===== config.mk =====
export PLATFORM = sky130hd
export DESIGN_NAME = countdown_timer_and_alarm_core_flat
export DESIGN_NICKNAME = d
export VERILOG_FILES = /design/src/hdl/ctaa_pkg.sv /design/src/hdl/ctaa_channels.sv /design/src/hdl/countdown_timer_and_alarm_core.sv /design/src/flat_wrapper.sv
export VERILOG_INCLUDE_DIRS = /design/src /design/src/hdl
export SDC_FILE = /design/constraint.sdc
export NUM_CORES = 1
export LEC_CHECK = 0
export BUFFER_PORTS_ARGS = -buffer_cell sky130_fd_sc_hd__buf_2
export CAP_MARGIN = 30
export CORE_ASPECT_RATIO = 1.25
export CORE_MARGIN = 8
export CORE_UTILIZATION = 62
export CTS_CLUSTER_DIAMETER = 150
export DETAILED_ROUTE_END_ITERATION = 16
export GPL_TIMING_DRIVEN = 0
export PLACE_DENSITY = 0.82
export SLEW_MARGIN = 25
export SYNTH_ARGS = -nofsm -noshare
export SYNTH_HDL_FRONTEND = slang
export SYNTH_SLANG_ARGS = --single-unit

===== constraint.sdc =====
create_clock -name clk -period 5.3 [get_ports clk]
set_clock_uncertainty 0.2 [all_clocks]
set_input_delay 0 -clock clk [delete_from_list [all_inputs] [get_ports clk]]
set_output_delay 0 -clock clk [all_outputs]
set_load 0.05 [all_outputs]

===== src/hdl/countdown_timer_and_alarm_core_defines.svh =====
// ----------------------------------------------------------------------------
// Countdown timer and alarm core: assertion macros
// Shared assertion forms clocked on clk and held off during reset.
// ----------------------------------------------------------------------------
`ifndef COUNTDOWN_TIMER_AND_ALARM_CORE_DEFINES_SVH
`define COUNTDOWN_TIMER_AND_ALARM_CORE_DEFINES_SVH

// Check an implication on every clock edge.
`define CTAA_ASSERT(label, prop, msg) \
    label: assert property (@(posedge clk) disable iff (!rst_n) (prop)) else $error(msg);

// Check that a condition at one edge leads to a consequence at the next.
`define CTAA_ASSERT_NEXT(label, cause, effect, msg) \
    label: assert property (@(posedge clk) disable iff (!rst_n) (cause) |=> (effect)) \
        else $error(msg);

`endif


===== src/hdl/ctaa_pkg.sv =====
// ----------------------------------------------------------------------------
// Countdown timer and alarm package
// Opcodes, register indexes, constants and stage types.
// ----------------------------------------------------------------------------
package ctaa_pkg;

    typedef enum logic [2:0] {
        OP_CHECK       = 3'd0,
        OP_SET_TIMER   = 3'd1,
        OP_CANCEL      = 3'd2,
        OP_ALARM_EN    = 3'd3,
        OP_SNOOZE      = 3'd4,
        OP_READ_TIMER  = 3'd5,
        OP_READ_ALARM  = 3'd6
    } op_t;

    typedef enum logic {
        CFG_ALARM_HOUR   = 1'b0,
        CFG_ALARM_MINUTE = 1'b1
    } cfg_idx_t;

    localparam int unsigned HOUR_W   = 5;
    localparam int unsigned MINUTE_W = 6;
    localparam int unsigned CFG_W    = 6;
    localparam int unsigned PROD_W   = 42;

    localparam logic [HOUR_W-1:0]   ALARM_HOUR_RESET   = 5'd7;
    localparam logic [MINUTE_W-1:0] ALARM_MINUTE_RESET = 6'd0;
    localparam logic [9:0]          MS_PER_S           = 10'd1000;
    localparam logic [31:0]         SNOOZE_MS          = 32'd300000;
    localparam logic [31:0]         REFIRE_GUARD_S     = 32'd120;

    typedef struct packed {
        logic [2:0]          op;
        logic [31:0]         now_ms;
        logic [31:0]         timer_ms;
        logic [31:0]         snooze_at;
        logic                alarm_on;
        logic                clock_valid;
        logic [HOUR_W-1:0]   clock_hour;
        logic [MINUTE_W-1:0] clock_minute;
        logic [31:0]         epoch_seconds;
    } stage_t;

    typedef struct packed {
        logic        timer_active;
        logic [31:0] remaining_ms;
        logic        alarm_armed;
        logic        fired_flag;
    } result_t;

endpackage


===== src/hdl/ctaa_channels.sv =====
// ----------------------------------------------------------------------------
// Countdown timer and alarm channels
// Request and response interfaces with valid/ready handshake.
// ----------------------------------------------------------------------------
interface ctaa_req_if;
    logic        valid;
    logic        ready;
    logic [2:0]  op;
    logic [31:0] now_ms;
    logic [31:0] timer_seconds;
    logic        alarm_on;
    logic        clock_valid;
    logic [4:0]  clock_hour;
    logic [5:0]  clock_minute;
    logic [31:0] epoch_seconds;

    modport source (
        output valid, op, now_ms, timer_seconds, alarm_on, clock_valid,
               clock_hour, clock_minute, epoch_seconds,
        input  ready
    );
    modport sink (
        input  valid, op, now_ms, timer_seconds, alarm_on, clock_valid,
               clock_hour, clock_minute, epoch_seconds,
        output ready
    );
endinterface

interface ctaa_rsp_if;
    logic        valid;
    logic        ready;
    logic        timer_active;
    logic [31:0] remaining_ms;
    logic        alarm_armed;
    logic        fired_flag;

    modport source (
        output valid, timer_active, remaining_ms, alarm_armed, fired_flag,
        input  ready
    );
    modport sink (
        input  valid, timer_active, remaining_ms, alarm_armed, fired_flag,
        output ready
    );
endinterface


===== src/hdl/countdown_timer_and_alarm_core.sv =====
// ----------------------------------------------------------------------------
// Countdown timer and alarm core
// Millisecond countdown plus daily alarm with snooze and re-fire guard.
//
//   channel   dir   handshake     payload
//   req       in    valid/ready   op, times, wall clock
//   rsp       out   valid/ready   timer state, remaining ms, armed, flag
//   cfg       in    cfg_we        alarm hour / minute
//
// One request per cycle while the response is not stalled: the request
// register holds the operands (timer product, snooze deadline), and the state
// and the response register update together when that request commits.
// Reset clears both valid bits and all timer and alarm state.
// A stalled response holds both stages; req.ready drops once the request register is full.
// ----------------------------------------------------------------------------
`include "countdown_timer_and_alarm_core_defines.svh"

module countdown_timer_and_alarm_core (
    input  logic                           clk,
    input  logic                           rst_n,
    ctaa_req_if.sink                       req,
    ctaa_rsp_if.source                     rsp,
    input  logic                           cfg_we,
    input  logic                           cfg_index,
    input  logic [ctaa_pkg::CFG_W-1:0]     cfg_data
);

    logic [ctaa_pkg::HOUR_W-1:0]   alarm_hour_reg;
    logic [ctaa_pkg::MINUTE_W-1:0] alarm_minute_reg;

    logic        timer_active_reg, timer_active_next;
    logic [31:0] timer_deadline_reg, timer_deadline_next;
    logic        timer_done_reg, timer_done_next;
    logic        alarm_armed_reg, alarm_armed_next;
    logic        alarm_done_reg, alarm_done_next;
    logic [31:0] snooze_deadline_reg, snooze_deadline_next;
    logic [31:0] last_fire_reg, last_fire_next;

    logic                      stage_valid_reg;
    ctaa_pkg::stage_t          stage_reg, stage_next;
    logic                      rsp_valid_reg;
    ctaa_pkg::result_t         rsp_reg, rsp_next;

    logic                      req_ready;
    logic                      advance;
    logic                      commit;
    logic [ctaa_pkg::PROD_W-1:0] timer_prod;

    logic [32:0] set_sum;
    logic        now_lt_deadline;
    logic [31:0] deadline_left;
    logic [32:0] epoch_diff;
    logic        refire_ok;
    logic        snoozed;
    logic        clock_match;

    // ---------------- configuration ----------------
    always_ff @(posedge clk or negedge rst_n)
    begin
        if (!rst_n)
        begin
            alarm_hour_reg   <= ctaa_pkg::ALARM_HOUR_RESET;
            alarm_minute_reg <= ctaa_pkg::ALARM_MINUTE_RESET;
        end
        else if (cfg_we)
        begin
            unique case (ctaa_pkg::cfg_idx_t'(cfg_index))
                ctaa_pkg::CFG_ALARM_HOUR:
                    alarm_hour_reg <= cfg_data[ctaa_pkg::HOUR_W-1:0];
                ctaa_pkg::CFG_ALARM_MINUTE:
                    alarm_minute_reg <= cfg_data[ctaa_pkg::MINUTE_W-1:0];
                default:
                begin
                end
            endcase
        end
    end

    // ---------------- handshake ----------------
    assign advance   = !rsp_valid_reg || rsp.ready;
    assign req_ready = !stage_valid_reg || advance;
    assign commit    = stage_valid_reg && advance;
    assign req.ready = req_ready;

    // ---------------- request register ----------------
    assign timer_prod = ctaa_pkg::PROD_W'(req.timer_seconds)
                      * ctaa_pkg::PROD_W'(ctaa_pkg::MS_PER_S);

    always_comb
    begin
        stage_next.op            = req.op;
        stage_next.now_ms        = req.now_ms;
        stage_next.timer_ms      = timer_prod[31:0];
        stage_next.snooze_at     = req.now_ms + ctaa_pkg::SNOOZE_MS;
        stage_next.alarm_on      = req.alarm_on;
        stage_next.clock_valid   = req.clock_valid;
        stage_next.clock_hour    = req.clock_hour;
        stage_next.clock_minute  = req.clock_minute;
        stage_next.epoch_seconds = req.epoch_seconds;
    end

    always_ff @(posedge clk or negedge rst_n)
    begin
        if (!rst_n)
            stage_valid_reg <= 1'b0;
        else if (req_ready)
            stage_valid_reg <= req.valid;
    end

    always_ff @(posedge clk)
    begin
        if (req.valid && req_ready)
            stage_reg <= stage_next;
    end

    // ---------------- operation ----------------
    assign set_sum         = {1'b0, stage_reg.now_ms} + {1'b0, stage_reg.timer_ms};
    assign now_lt_deadline = stage_reg.now_ms < timer_deadline_reg;
    assign deadline_left   = timer_deadline_reg - stage_reg.now_ms;
    assign epoch_diff      = {1'b0, stage_reg.epoch_seconds} - {1'b0, last_fire_reg};
    assign refire_ok       = !epoch_diff[32] && (epoch_diff[31:0] >= ctaa_pkg::REFIRE_GUARD_S);
    assign snoozed         = (snooze_deadline_reg != 32'd0)
                          && (stage_reg.now_ms < snooze_deadline_reg);
    assign clock_match     = (stage_reg.clock_hour == alarm_hour_reg)
                          && (stage_reg.clock_minute == alarm_minute_reg);

    always_comb
    begin
        timer_active_next    = timer_active_reg;
        timer_deadline_next  = timer_deadline_reg;
        timer_done_next      = timer_done_reg;
        alarm_armed_next     = alarm_armed_reg;
        alarm_done_next      = alarm_done_reg;
        snooze_deadline_next = snooze_deadline_reg;
        last_fire_next       = last_fire_reg;
        rsp_next.fired_flag  = 1'b0;

        unique case (stage_reg.op)
            ctaa_pkg::OP_CHECK:
            begin
                if (timer_active_reg && !now_lt_deadline)
                begin
                    timer_active_next = 1'b0;
                    timer_done_next   = 1'b1;
                end
                if (alarm_armed_reg && !alarm_done_reg && !snoozed)
                begin
                    snooze_deadline_next = 32'd0;
                    if (stage_reg.clock_valid && clock_match && refire_ok)
                    begin
                        last_fire_next  = stage_reg.epoch_seconds;
                        alarm_done_next = 1'b1;
                    end
                end
            end
            ctaa_pkg::OP_SET_TIMER:
            begin
                timer_deadline_next = set_sum[31:0];
                timer_active_next   = 1'b1;
                timer_done_next     = 1'b0;
            end
            ctaa_pkg::OP_CANCEL:
            begin
                timer_active_next = 1'b0;
                timer_done_next   = 1'b0;
            end
            ctaa_pkg::OP_ALARM_EN:
            begin
                alarm_armed_next     = stage_reg.alarm_on;
                alarm_done_next      = 1'b0;
                snooze_deadline_next = 32'd0;
                if (!stage_reg.alarm_on)
                    last_fire_next = 32'd0;
            end
            ctaa_pkg::OP_SNOOZE:
            begin
                alarm_done_next      = 1'b0;
                snooze_deadline_next = stage_reg.snooze_at;
            end
            ctaa_pkg::OP_READ_TIMER:
            begin
                rsp_next.fired_flag = timer_done_reg;
                timer_done_next     = 1'b0;
            end
            ctaa_pkg::OP_READ_ALARM:
            begin
                rsp_next.fired_flag = alarm_done_reg;
                alarm_done_next     = 1'b0;
            end
            default:
            begin
            end
        endcase

        rsp_next.timer_active = timer_active_next;
        rsp_next.alarm_armed  = alarm_armed_next;
        rsp_next.remaining_ms = 32'd0;
        if (stage_reg.op == ctaa_pkg::OP_SET_TIMER)
        begin
            // new deadline lies ahead only if the sum did not wrap
            if (!set_sum[32] && (stage_reg.timer_ms != 32'd0))
                rsp_next.remaining_ms = stage_reg.timer_ms;
        end
        else if (timer_active_next && now_lt_deadline)
        begin
            rsp_next.remaining_ms = deadline_left;
        end
    end

    // ---------------- state and response ----------------
    always_ff @(posedge clk or negedge rst_n)
    begin
        if (!rst_n)
        begin
            timer_active_reg    <= 1'b0;
            timer_deadline_reg  <= 32'd0;
            timer_done_reg      <= 1'b0;
            alarm_armed_reg     <= 1'b0;
            alarm_done_reg      <= 1'b0;
            snooze_deadline_reg <= 32'd0;
            last_fire_reg       <= 32'd0;
        end
        else if (commit)
        begin
            timer_active_reg    <= timer_active_next;
            timer_deadline_reg  <= timer_deadline_next;
            timer_done_reg      <= timer_done_next;
            alarm_armed_reg     <= alarm_armed_next;
            alarm_done_reg      <= alarm_done_next;
            snooze_deadline_reg <= snooze_deadline_next;
            last_fire_reg       <= last_fire_next;
        end
    end

    always_ff @(posedge clk or negedge rst_n)
    begin
        if (!rst_n)
            rsp_valid_reg <= 1'b0;
        else if (advance)
            rsp_valid_reg <= stage_valid_reg;
    end

    always_ff @(posedge clk)
    begin
        if (commit)
            rsp_reg <= rsp_next;
    end

    assign rsp.valid        = rsp_valid_reg;
    assign rsp.timer_active = rsp_reg.timer_active;
    assign rsp.remaining_ms = rsp_reg.remaining_ms;
    assign rsp.alarm_armed  = rsp_reg.alarm_armed;
    assign rsp.fired_flag   = rsp_reg.fired_flag;

    // ---------------- assertions ----------------
    `CTAA_ASSERT(a_done_ends_timer, $rose(timer_done_reg) |-> $fell(timer_active_reg), "timer flag set without expiry")
    `CTAA_ASSERT(a_fire_needs_arm, $rose(alarm_done_reg) |-> alarm_armed_reg, "alarm fired while disarmed")
    `CTAA_ASSERT(a_rem_needs_run, (rsp.valid && (rsp.remaining_ms != 32'd0)) |-> rsp.timer_active, "time left on stopped timer")
    `CTAA_ASSERT_NEXT(a_commit_shows, commit, rsp.valid, "committed request produced no response")

endmodule


===== src/flat_wrapper.sv =====
// flat-port wrapper written by rule: the top's interface ports become plain ports
module countdown_timer_and_alarm_core_flat 
  (clk, rst_n, cfg_we, cfg_index, cfg_data, req_valid, req_op, req_now_ms, req_timer_seconds, req_alarm_on, req_clock_valid, req_clock_hour, req_clock_minute, req_epoch_seconds, req_ready, rsp_valid, rsp_timer_active, rsp_remaining_ms, rsp_alarm_armed, rsp_fired_flag, rsp_ready);
  ctaa_req_if req_i ();
  ctaa_rsp_if rsp_i ();
  input  logic clk;
  input  logic rst_n;
  input  logic cfg_we;
  input  logic cfg_index;
  input  logic [ctaa_pkg::CFG_W-1:0] cfg_data;
  input wire logic [$bits(req_i.valid)-1:0] req_valid;
  input wire logic [$bits(req_i.op)-1:0] req_op;
  input wire logic [$bits(req_i.now_ms)-1:0] req_now_ms;
  input wire logic [$bits(req_i.timer_seconds)-1:0] req_timer_seconds;
  input wire logic [$bits(req_i.alarm_on)-1:0] req_alarm_on;
  input wire logic [$bits(req_i.clock_valid)-1:0] req_clock_valid;
  input wire logic [$bits(req_i.clock_hour)-1:0] req_clock_hour;
  input wire logic [$bits(req_i.clock_minute)-1:0] req_clock_minute;
  input wire logic [$bits(req_i.epoch_seconds)-1:0] req_epoch_seconds;
  output wire logic [$bits(req_i.ready)-1:0] req_ready;
  output wire logic [$bits(rsp_i.valid)-1:0] rsp_valid;
  output wire logic [$bits(rsp_i.timer_active)-1:0] rsp_timer_active;
  output wire logic [$bits(rsp_i.remaining_ms)-1:0] rsp_remaining_ms;
  output wire logic [$bits(rsp_i.alarm_armed)-1:0] rsp_alarm_armed;
  output wire logic [$bits(rsp_i.fired_flag)-1:0] rsp_fired_flag;
  input wire logic [$bits(rsp_i.ready)-1:0] rsp_ready;
  assign req_i.valid = req_valid;
  assign req_i.op = req_op;
  assign req_i.now_ms = req_now_ms;
  assign req_i.timer_seconds = req_timer_seconds;
  assign req_i.alarm_on = req_alarm_on;
  assign req_i.clock_valid = req_clock_valid;
  assign req_i.clock_hour = req_clock_hour;
  assign req_i.clock_minute = req_clock_minute;
  assign req_i.epoch_seconds = req_epoch_seconds;
  assign req_ready = req_i.ready;
  assign rsp_valid = rsp_i.valid;
  assign rsp_timer_active = rsp_i.timer_active;
  assign rsp_remaining_ms = rsp_i.remaining_ms;
  assign rsp_alarm_armed = rsp_i.alarm_armed;
  assign rsp_fired_flag = rsp_i.fired_flag;
  assign rsp_i.ready = rsp_ready;
  countdown_timer_and_alarm_core u_core (.clk(clk), .rst_n(rst_n), .req(req_i), .rsp(rsp_i), .cfg_we(cfg_we), .cfg_index(cfg_index), .cfg_data(cfg_data));
endmodule

==> flow_metrics.env, run 1 <==
export IMPL_status="finished clean"
export IMPL_critPathKind="flop to flop"
export IMPL_synth_edf_count=171
export IMPL_first_pass_iters=5
export IMPL_pin_count=161
export IMPL_die_area_um2=38100
export IMPL_die_y_um=216
export IMPL_place_area_um2=21300
export IMPL_fmax_mhz=196
export IMPL_initial_utilization=0.628
export IMPL_synth_top_area_frac=0.258
export IMPL_ant_nets=0
export IMPL_overflow=0
export IMPL_reg2reg_from="u_core.stage_reg[45]"
export IMPL_synthMostInstantiatedCell="inv_1"
export IMPL_setup_viol=0
export IMPL_hold_violations=0
export IMPL_worst_slew_pin_transition_ps=937
export IMPL_fin_crit_sh=0.961
export IMPL_async_reset_ff_frac=0.398
export IMPL_relSlewSlack=0.367
export IMPL_p_per_area_nw_per_um2=493
export IMPL_holdPathStages=6
export IMPL_cp_start_kind="flop"
export IMPL_setup_ws_ps=205
export IMPL_cts_sinks=284
export IMPL_internal_power_w=0.00696
export IMPL_synth_area_top_cells="edfxtp_1 26%, dfrtp_1 14%, ha_1 11%, fa_1 9.4%, inv_1 3.8%"
export IMPL_p_seq_frac=0.287
export IMPL_cts_setup_buffers=0
export IMPL_dp_worst_setup_slack_ps=-570
export IMPL_finalCoreUtilization=0.761
export IMPL_drive_gt1_frac=0.118
export IMPL_critPathMaxFanout=10
export IMPL_vias_per_cell=6.01
export IMPL_min_path_type="input pin to flop"
export IMPL_grt_start_max_net_pins=89
export IMPL_row_count=73
export IMPL_ys_ff_latch=284
export IMPL_syn_inst=1881
export IMPL_finalCriticalPeriod_ps=5090
export IMPL_dpl_hpwl_mm=39.7
export IMPL_cts_root_buf="clkbuf_16"
export IMPL_die_width_um=176
export IMPL_drc=0
export IMPL_pwr_share_comb=0.533
export IMPL_area_growth_pct=21.2
export IMPL_cap_violations=0
export IMPL_grt_pass1_vias=17200
export IMPL_hp_start="req_timer_seconds[28]"
export IMPL_antenna_found_initial=7
export IMPL_hold_slack_ps=18.9
export IMPL_largest_reg_flops=136
export IMPL_gp_congestion=0.969
export IMPL_switching_power_w=0.00494
export IMPL_cp_required_ps=5390
export IMPL_grt_first_pass_wirelength_mm=89.1
export IMPL_r2r_cells=13
export IMPL_p_sw_frac=0.415
export IMPL_vias=16200
export IMPL_clk_pin_slew_ps=60
export IMPL_holdPathEnd="u_core.stage_reg[108]"
export IMPL_syn_area_um2=19900
export IMPL_ys_flop_type="edfxtp_1"
export IMPL_drt_iter0_drc=1157
export IMPL_routed_wl_mm=55.9
export IMPL_synthTopCellsByCount="202 x inv_1, 181 x ha_1, 171 x edfxtp_1"
export IMPL_clkPwrFrac=0.180
export IMPL_fin_area_um2=24100
export IMPL_yosys_warnings=0
export IMPL_fin_nets=2648
export IMPL_fp_coreArea_um2=31700
export IMPL_htreeDepth=1
export IMPL_cts_buffers_inserted=28
export IMPL_clock_latency_ps=580
export IMPL_peakVddDrop_v=0.000333
export IMPL_end_kind="flop"
export IMPL_syn_avg_cell_area_um2=10.6
export IMPL_setup_tns_ps=0
export IMPL_synth_top_area_cell="edfxtp_1"
export IMPL_report_final_slew_viol_count=0
export IMPL_crit_arrival_ps=5180
export IMPL_syn_num_nets=2280
export IMPL_r2r_slack_ps=210
export IMPL_leakage_nw=10.7
export IMPL_port_buffers=157
export IMPL_tritoncts="built"
export IMPL_track_usage=0.293
export IMPL_cts_buffer_depth=3
export IMPL_ys_seq_area_frac=0.400
export IMPL_rsz0062_at_grt="no"
export IMPL_wire_per_inst_um=20.8
export IMPL_synth_cell_types=75
export IMPL_timing_rr_end="u_core.rsp.remaining_ms[16]"
-- layout make-up --
type / instances / area, um2
Antenna cell: 6 / 15.0
Buffer: 39 / 180
Clock buffer: 39 / 812
Clock inverter: 13 / 176
Fill cell: 2025 / 7560
Inverter: 203 / 763
Multi-Input combinational cell: 1355 / 11000
Sequential cell: 284 / 7970
Tap cell: 412 / 515
Timing Repair Buffer: 338 / 2670
-- power groups by stage --
stage	registers (W)	clock network, W	logic, W
3_3_place_gp	0.00343	0	0.00578
4_1_cts	0.00339	0.00214	0.00618
2_1_floorplan	0.00353	0	0.00449
3_5_place_dp	0.00343	0	0.00600
5_1_grt	0.00346	0.00223	0.00701
6_report	0.00342	0.00214	0.00635
-- worst max path at each step --
stage	from	end	slack (ps)	cells after the start
after floorplan	req_timer_seconds[4]	u_core.stage_reg[107]	100	19
after global placement	req_timer_seconds[2]	u_core.stage_reg[107]	-490	20
after detailed placement	req_timer_seconds[4]	u_core.stage_reg[107]	-570	20
after CTS	req_timer_seconds[4]	u_core.stage_reg[107]	20	20
after global routing	u_core.stage_reg[49]	u_core.rsp.remaining_ms[16]	20	14
final	u_core.stage_reg[45]	u_core.rsp.remaining_ms[16]	210	13
-- stage by stage --
| stage | instances | total power (W) |
|---|---|---|
| after floorplan | 1881 | 0.00801 |
| after global placement | 2450 | 0.00921 |
| after detailed placement | 2455 | 0.00943 |
| after CTS | 2682 | 0.0117 |
| after global routing | 2689 | 0.0127 |
| final | 2689 | 0.0119 |
-- placed cells by master (no fill, tap or decap), types with 17 or more instances in the layout --
master / n
inv_1: 202
ha_1: 181
dlygate4sd3_1: 175
edfxtp_1: 171
nand2_1: 159
buf_2: 159
dfrtp_1: 110
o21ai_0: 105
fa_1: 94
a21oi_1: 89
nor2_1: 85
xnor2_1: 81
a21o_1: 58
xor2_1: 46
a22o_1: 39
clkbuf_1: 34
mux2i_1: 34
nor3_1: 33
nand3_1: 30
clkbuf_16: 28
nor2b_1: 24
nand2b_1: 22
nand4_1: 22
nor4_1: 19
o21a_1: 18
mux2_2: 17
-- worst max-delay path, cell delays in order (launching register included) --
cell	delay, ps
edfxtp_1	480
ha_1	280
fa_1	420
nor2b_1	210
o21ai_1	110
a21oi_1	220
o211ai_1	260
a2111oi_2	620
a211oi_1	210
o21ai_1	290
nand3_1	200
or2_2	430
clkbuf_1	280
o21ai_0	590
-- cell families after synthesis --
family          synth area share
compound gates             0.150
mux                       0.0267
buf+inv                   0.0473
flops                      0.400
fa+ha+maj                  0.208
simple gates               0.112
xor+xnor                  0.0559
-- per-layer routing --
metal  track usage  part of all wire  up-vias  wire length [um]
li1              -                 -     7485                 -
met1         0.317              0.36     7835             19900
met2         0.542              0.53      642             29600
met3        0.0365             0.055      206              3080
met4         0.166             0.060        2              3350
met5             0           0.00029        -                16
-- what timing repair did --
action / CTS / global route
hold buffers: 175 / 1
setup endpoints to repair: 0 / 3
gates resized for setup: 0 / 5
hold endpoints to repair: 285 / 1
Note: power is estimated with default switching activity, not from simulation.
==> run 2, diff against run 1 <==
--- a/config.mk
+++ b/config.mk
@@ -6,10 +6,11 @@
 export SDC_FILE = /design/constraint.sdc
 export NUM_CORES = 1
 export LEC_CHECK = 0
+export ABC_AREA = 1
 export BUFFER_PORTS_ARGS = -buffer_cell sky130_fd_sc_hd__buf_2
 export CAP_MARGIN = 30
 export CORE_ASPECT_RATIO = 1.25
-export CORE_MARGIN = 8
+export CORE_MARGIN = 3
 export CORE_UTILIZATION = 62
 export CTS_CLUSTER_DIAMETER = 150
 export DETAILED_ROUTE_END_ITERATION = 16
@@ -19,3 +20,4 @@
 export SYNTH_ARGS = -nofsm -noshare
 export SYNTH_HDL_FRONTEND = slang
 export SYNTH_SLANG_ARGS = --single-unit
+export TNS_END_PERCENT = 20
==> flow_metrics.env, run 2 <==
export IMPL_peakVddDrop_v=0.000376
export IMPL_multi_input_area_um2=11700
export IMPL_pin_count=161
export IMPL_min_path_type="input pin to flop"
export IMPL_pwr_share_comb=0.558
export IMPL_synth_cell_types=54
export IMPL_worst_slew_pin_transition_ps=990
export IMPL_syn_inst=2543
export IMPL_relSlewSlack=0.337
export IMPL_area_growth_pct=20.6
export IMPL_clock_latency_ps=590
export IMPL_htreeDepth=1
export IMPL_hold_slack_ps=16.8
export IMPL_first_pass_iters=10
export IMPL_syn_avg_cell_area_um2=8.43
export IMPL_syn_area_um2=21400
export IMPL_ys_seq_area_frac=0.372
export IMPL_ys_ff_latch=284
export IMPL_die_width_um=172
export IMPL_synth_top_family_by_area="simple AND/OR/NAND/NOR gates"
export IMPL_p_per_area_nw_per_um2=504
export IMPL_fp_coreArea_um2=33900
export IMPL_drc=0
export IMPL_largest_reg_flops=136
export IMPL_finalCriticalPeriod_ps=4850
export IMPL_die_y_um=214
export IMPL_gp_congestion=1.01
export IMPL_worst_path_buf_inv=4
export IMPL_finalCoreUtilization=0.763
export IMPL_track_usage=0.351
export IMPL_hold_violations=0
export IMPL_setup_ws_ps=450
export IMPL_cp_required_ps=5440
export IMPL_cts_buffer_depth=3
export IMPL_synth_top_area_frac=0.240
export IMPL_leakage_nw=12.4
export IMPL_syn_num_nets=2942
export IMPL_cts_buffers_inserted=30
export IMPL_synth_compound_area_frac=0.0995
export IMPL_dpl_hpwl_mm=45.6
export IMPL_fillers=2336
export IMPL_dp_worst_setup_slack_ps=422
export IMPL_routed_wl_mm=64.5
export IMPL_tritoncts="built"
export IMPL_grt_start_max_net_pins=76
export IMPL_antenna_found_initial=1
export IMPL_setup_viol=0
export IMPL_fin_crit_sh=0.915
export IMPL_row_count=75
export IMPL_ant_nets=0
export IMPL_critical_path_top_delay_family="adder cells"
export IMPL_overflow=0
export IMPL_critPathKind="input pin to flop"
export IMPL_clkPwrFrac=0.170
export IMPL_setup_tns_ps=0
export IMPL_p_seq_frac=0.272
export IMPL_seq_area_um2=7970
export IMPL_synth_top_area_cell="edfxtp_1"
export IMPL_synth_area_top_cells="edfxtp_1 24%, dfrtp_1 13%, nand2_1 11%, ha_1 11%, fa_1 8.8%"
export IMPL_die_area_um2=36900
export IMPL_synthTopCellsByCount="630 x nand2_1, 400 x inv_1, 181 x ha_1"
export IMPL_synthMostInstantiatedCell="nand2_1"
export IMPL_synth_xor_area_frac=0.0360
export IMPL_synth_fa_ha_area_frac=0.193
export IMPL_reg2reg_from="u_core.stage_reg[45]"
export IMPL_port_buffers=157
export IMPL_synthMuxAreaShare=0
export IMPL_cpPeakStageDelay_ps=560
export IMPL_clk_pin_slew_ps=70
export IMPL_synth_simple_area_share=0.217
export IMPL_cts_root_buf="clkbuf_16"
export IMPL_status="finished clean"
export IMPL_cp_start_kind="input pin"
export IMPL_cts_sinks=284
export IMPL_p_sw_frac=0.461
export IMPL_final_common_cell="nand2_1"
export IMPL_async_reset_ff_frac=0.398
export IMPL_crit_chain="dlygate4sd3_1 -> buf_2 -> fa_1 -> inv_1 -> fa_1 -> fa_1 -> inv_1 -> fa_1 -> ha_1 -> a21o_1 -> a21oi_1 -> o21ai_1 -> a21boi_1 -> o21ai_1 -> a21oi_1 -> o21bai_1 -> nand2_1 -> nand2_1 -> nand2_1 -> nand2_1"
export IMPL_crit_arrival_ps=4990
export IMPL_initial_utilization=0.633
export IMPL_ys_flop_type="edfxtp_1"
export IMPL_cap_violations=0
export IMPL_end_kind="flop"
export IMPL_drt_iter0_drc=1803
export IMPL_internal_power_w=0.00702
export IMPL_grt_first_pass_wirelength_mm=101
export IMPL_switching_power_w=0.00600
export IMPL_layout_common_cells="630 x nand2_1, 399 x inv_1, 191 x dlygate4sd3_1"
export IMPL_rsz0062_at_grt="no"
export IMPL_vias=19600
export IMPL_slowest_stage="fa_1"
export IMPL_drive_gt1_frac=0.117
export IMPL_vias_per_cell=5.73
export IMPL_yosys_warnings=0
export IMPL_cts_setup_buffers=0
export IMPL_fin_nets=3326
export IMPL_critPathMaxFanout=6
export IMPL_fmax_mhz=206
export IMPL_hp_start="req_timer_seconds[23]"
export IMPL_report_final_slew_viol_count=0
export IMPL_wire_per_inst_um=18.9
export IMPL_grt_pass1_vias=20100
export IMPL_synth_edf_count=171
export IMPL_startpoint="req_timer_seconds[2]"
[run 2: cell types whose count changed in the layout (fill, tap and decap cells not counted), sizes merged, moves of 34 or more]
cell,delta
a21o,-51
a21oi,+45
a22o,-39
inv,+211
mux2i,-34
nand2,+509
nand3,+106
nor2,+63
o21ai,+48
xnor2,-49
[run 2: cell type report]
cell class              count  share of cell area
multi-input cells        1810               0.453
flip-flops and latches    284               0.308
repair buffers            352               0.109
inverters                 414              0.0604
clock buffers              43              0.0329
well taps                 462              0.0224
plain buffers              35             0.00789
clock inverters            13             0.00678
diodes                      1           0.0000968
[run 2: cells by family (layout without fill, tap and decap cells)]
| family | Yosys count | in the layout |
|---|---|---|
| flip-flops | 284 | 284 |
| other | 0 | 1 |
| adder cells (fa/ha/maj) | 275 | 275 |
| buffers and inverters | 449 | 857 |
| AND/OR/NAND/NOR | 1077 | 1077 |
| AO/OA/AOI/OAI | 370 | 370 |
| XOR/XNOR | 88 | 88 |
[run 2: power groups by stage]
stage               Combinational [W]  Clock [W]  Sequential (W)
floorplan                     0.00505          0         0.00362
global placement              0.00670          0         0.00354
detailed placement            0.00694          0         0.00354
CTS                           0.00712    0.00219         0.00351
global route                  0.00813    0.00231         0.00356
finish                        0.00727    0.00221         0.00354
[run 2: tightest hold or removal path, stage by stage]
cell    delay (ps)
buf_2          140
fa_1           190
ha_1           200
xor2_1         100
[run 2: final timing paths]
kind	end	slack, ps	cells after the start
hold reg to reg	u_core.last_fire_reg[4]	290	2
max in group asynchronous	u_core.snooze_deadline_reg[25]	4190	4
setup / recovery	u_core.stage_reg[106]	450	20
min in group asynchronous	u_core.alarm_hour_reg[1]	340	3
setup reg to reg	u_core.rsp.remaining_ms[12]	1540	14
hold / removal	u_core.stage_reg[104]	20	4
[run 2: metal layers]
metal	up-vias	wire, um	global-route usage
li1	9109	-	-
met1	9265	22800	0.382
met2	860	33200	0.635
met3	332	3190	0.0428
met4	0	5310	0.237
met5	-	0	0
[run 2: repair_timing]
| action | 4_1_cts | 5_1_grt |
|---|---|---|
| endpoints found under the setup margin | 0 | 0 |
| hold buffers | 192 | 0 |
| hold endpoints to repair | 306 | 0 |
| resized for setup | 0 | 0 |
[run 2: through the flow]
| stage | cell area (um2) | total power [W] | std cells |
|---|---|---|---|
| 2_1_floorplan | 21400 | 0.00867 | 2543 |
| 3_3_place_gp | 22800 | 0.0102 | 3162 |
| 3_5_place_dp | 22900 | 0.0105 | 3165 |
| 4_1_cts | 25900 | 0.0128 | 3413 |
| 6_report | 25900 | 0.0130 | 3414 |
| 5_1_grt | 25900 | 0.0140 | 3414 |
==> run 3, diff against run 2 <==
--- a/config.mk
+++ b/config.mk
@@ -11,11 +11,12 @@
 export CAP_MARGIN = 30
 export CORE_ASPECT_RATIO = 1.25
 export CORE_MARGIN = 3
-export CORE_UTILIZATION = 62
+export CORE_UTILIZATION = 63
+export CTS_BUF_LIST = sky130_fd_sc_hd__clkbuf_4 sky130_fd_sc_hd__clkbuf_8
 export CTS_CLUSTER_DIAMETER = 150
 export DETAILED_ROUTE_END_ITERATION = 16
 export GPL_TIMING_DRIVEN = 0
-export PLACE_DENSITY = 0.82
+export PLACE_DENSITY = 0.83
 export SLEW_MARGIN = 25
 export SYNTH_ARGS = -nofsm -noshare
 export SYNTH_HDL_FRONTEND = slang
==> flow_metrics.env, run 3 (synthesized netlist as in run 2, its figures left out) <==
export IMPL_status="finished clean"
export IMPL_multi_input_area_um2=11700
export IMPL_initial_utilization=0.647
export IMPL_clk_pin_slew_ps=70
export IMPL_cp_required_ps=5440
export IMPL_port_buffers=157
export IMPL_leakage_nw=12.4
export IMPL_fin_nets=3339
export IMPL_first_pass_iters=7
export IMPL_grt_first_pass_wirelength_mm=104
export IMPL_min_path_type="input pin to flop"
export IMPL_cts_sinks=284
export IMPL_ant_nets=0
export IMPL_routed_wl_mm=65.3
export IMPL_fillers=2275
export IMPL_met3_usage=0.0487
export IMPL_drive_gt1_frac=0.125
export IMPL_tritoncts="built"
export IMPL_largest_reg_flops=136
export IMPL_pin_count=161
export IMPL_wire_per_inst_um=19.2
export IMPL_fin_area_um2=25700
export IMPL_track_usage=0.366
export IMPL_setup_viol=0
export IMPL_overflow=0
export IMPL_critPathKind="input pin to flop"
export IMPL_finalCriticalPeriod_ps=4880
export IMPL_final_common_cell="nand2_1"
export IMPL_fin_crit_sh=0.921
export IMPL_finalCoreUtilization=0.776
export IMPL_area_growth_pct=20.0
export IMPL_fin_total_pwr_w=0.0129
export IMPL_rsz0062_at_grt="no"
export IMPL_gp_congestion=0.991
export IMPL_report_final_slew_viol_count=0
export IMPL_die_area_um2=36300
export IMPL_busiest_layer="met2"
export IMPL_gr_usage_met1=0.396
export IMPL_place_area_um2=22800
export IMPL_hold_violations=0
export IMPL_relSlewSlack=0.285
export IMPL_met2_usage=0.665
export IMPL_startpoint="req_timer_seconds[1]"
export IMPL_cts_buffer_depth=3
export IMPL_seq_area_um2=7970
export IMPL_setup_tns_ps=0
export IMPL_p_per_area_nw_per_um2=502
export IMPL_grt_start_max_net_pins=78
export IMPL_final_cells=3395
export IMPL_cp_start_kind="input pin"
export IMPL_fmax_mhz=205
export IMPL_vias=19600
export IMPL_drt_iter0_drc=1637
export IMPL_grt_pass1_vias=20900
export IMPL_placed_cells=3121
export IMPL_cts_root_buf="clkbuf_8"
export IMPL_reg2reg_from="u_core.stage_reg[134]"
export IMPL_cts_buffers_inserted=46
export IMPL_hp_start="req_now_ms[19]"
export IMPL_drc=0
export IMPL_peakVddDrop_v=0.000439
export IMPL_crit_arrival_ps=5020
export IMPL_die_y_um=212
export IMPL_critPathMaxFanout=5
export IMPL_end_kind="flop"
export IMPL_cap_violations=0
export IMPL_row_count=74
export IMPL_clock_latency_ps=620
export IMPL_layout_common_cells="630 x nand2_1, 399 x inv_1, 188 x dlygate4sd3_1"
export IMPL_fp_coreArea_um2=33100
export IMPL_worst_slew_pin_transition_ps=1070
export IMPL_htreeDepth=2
export IMPL_dpl_hpwl_mm=45.8
export IMPL_antenna_found_initial=1
export IMPL_die_width_um=171
export IMPL_vias_per_cell=5.78
## run 3: final timing paths
check,slack [ps],endpoint,cells past startpoint
hold reg to reg,280,u_core.timer_deadline_reg[3],2
hold / removal,40,u_core.stage_reg[128],2
max in group asynchronous,4160,u_core.timer_deadline_reg[28],4
setup / recovery,420,u_core.stage_reg[106],20
setup reg to reg,1590,u_core.snooze_deadline_reg[1],12
min in group asynchronous,370,u_core.alarm_hour_reg[1],3
## run 3: power by group
group	total [W]	leakage, nW	internal, W	switching (W)
Clock	0.00209	0.506	0.00110	0.000988
Sequential	0.00354	3.11	0.00309	0.000448
Combinational	0.00729	8.79	0.00265	0.00464
## run 3: worst max-delay path: stages
cell	delay, ps
dlygate4sd3_1	530
buf_2	170
fa_1	530
inv_1	50
fa_1	500
fa_1	560
inv_1	60
fa_1	460
ha_1	370
a21o_1	180
a21oi_1	200
o21ai_1	130
a21boi_1	370
o21ai_1	190
a21oi_1	290
o21bai_1	150
nand2_1	110
nand2_1	60
nand2_1	60
nand2_1	40
## run 3: layout make-up
class | instances | area share
Timing Repair Buffer | 349 | 0.108
Buffer | 35 | 0.00793
Tap cell | 418 | 0.0203
Clock inverter | 18 | 0.00599
Antenna cell | 1 | 0.0000973
Sequential cell | 284 | 0.310
Clock buffer | 66 | 0.0317
Inverter | 414 | 0.0608
Multi-Input combinational cell | 1810 | 0.455
## run 3: layer usage
metal | part of all wire | wire, um
met3 | 0.053 | 3490
met2 | 0.52 | 33800
met4 | 0.079 | 5170
met5 | 0.00020 | 13
met1 | 0.35 | 22800
## run 3: metrics by stage
stage / worst slack [ps] / hold WS, ps
final: 421 / 44.7
after global routing: 35.2 / 43.8
after CTS: 489 / 9.15
after detailed placement: 429 / -211
after global placement: 361 / -22.8
after floorplan: 772 / -496
## run 3: what timing repair did
| action | in CTS | in global routing |
|---|---|---|
| setup buffers | 0 | 0 |
| endpoints found under the hold margin | 303 | 0 |
| endpoints found under the setup margin | 0 | 0 |
| hold buffers | 189 | 0 |
| resized for setup | 0 | 0 |
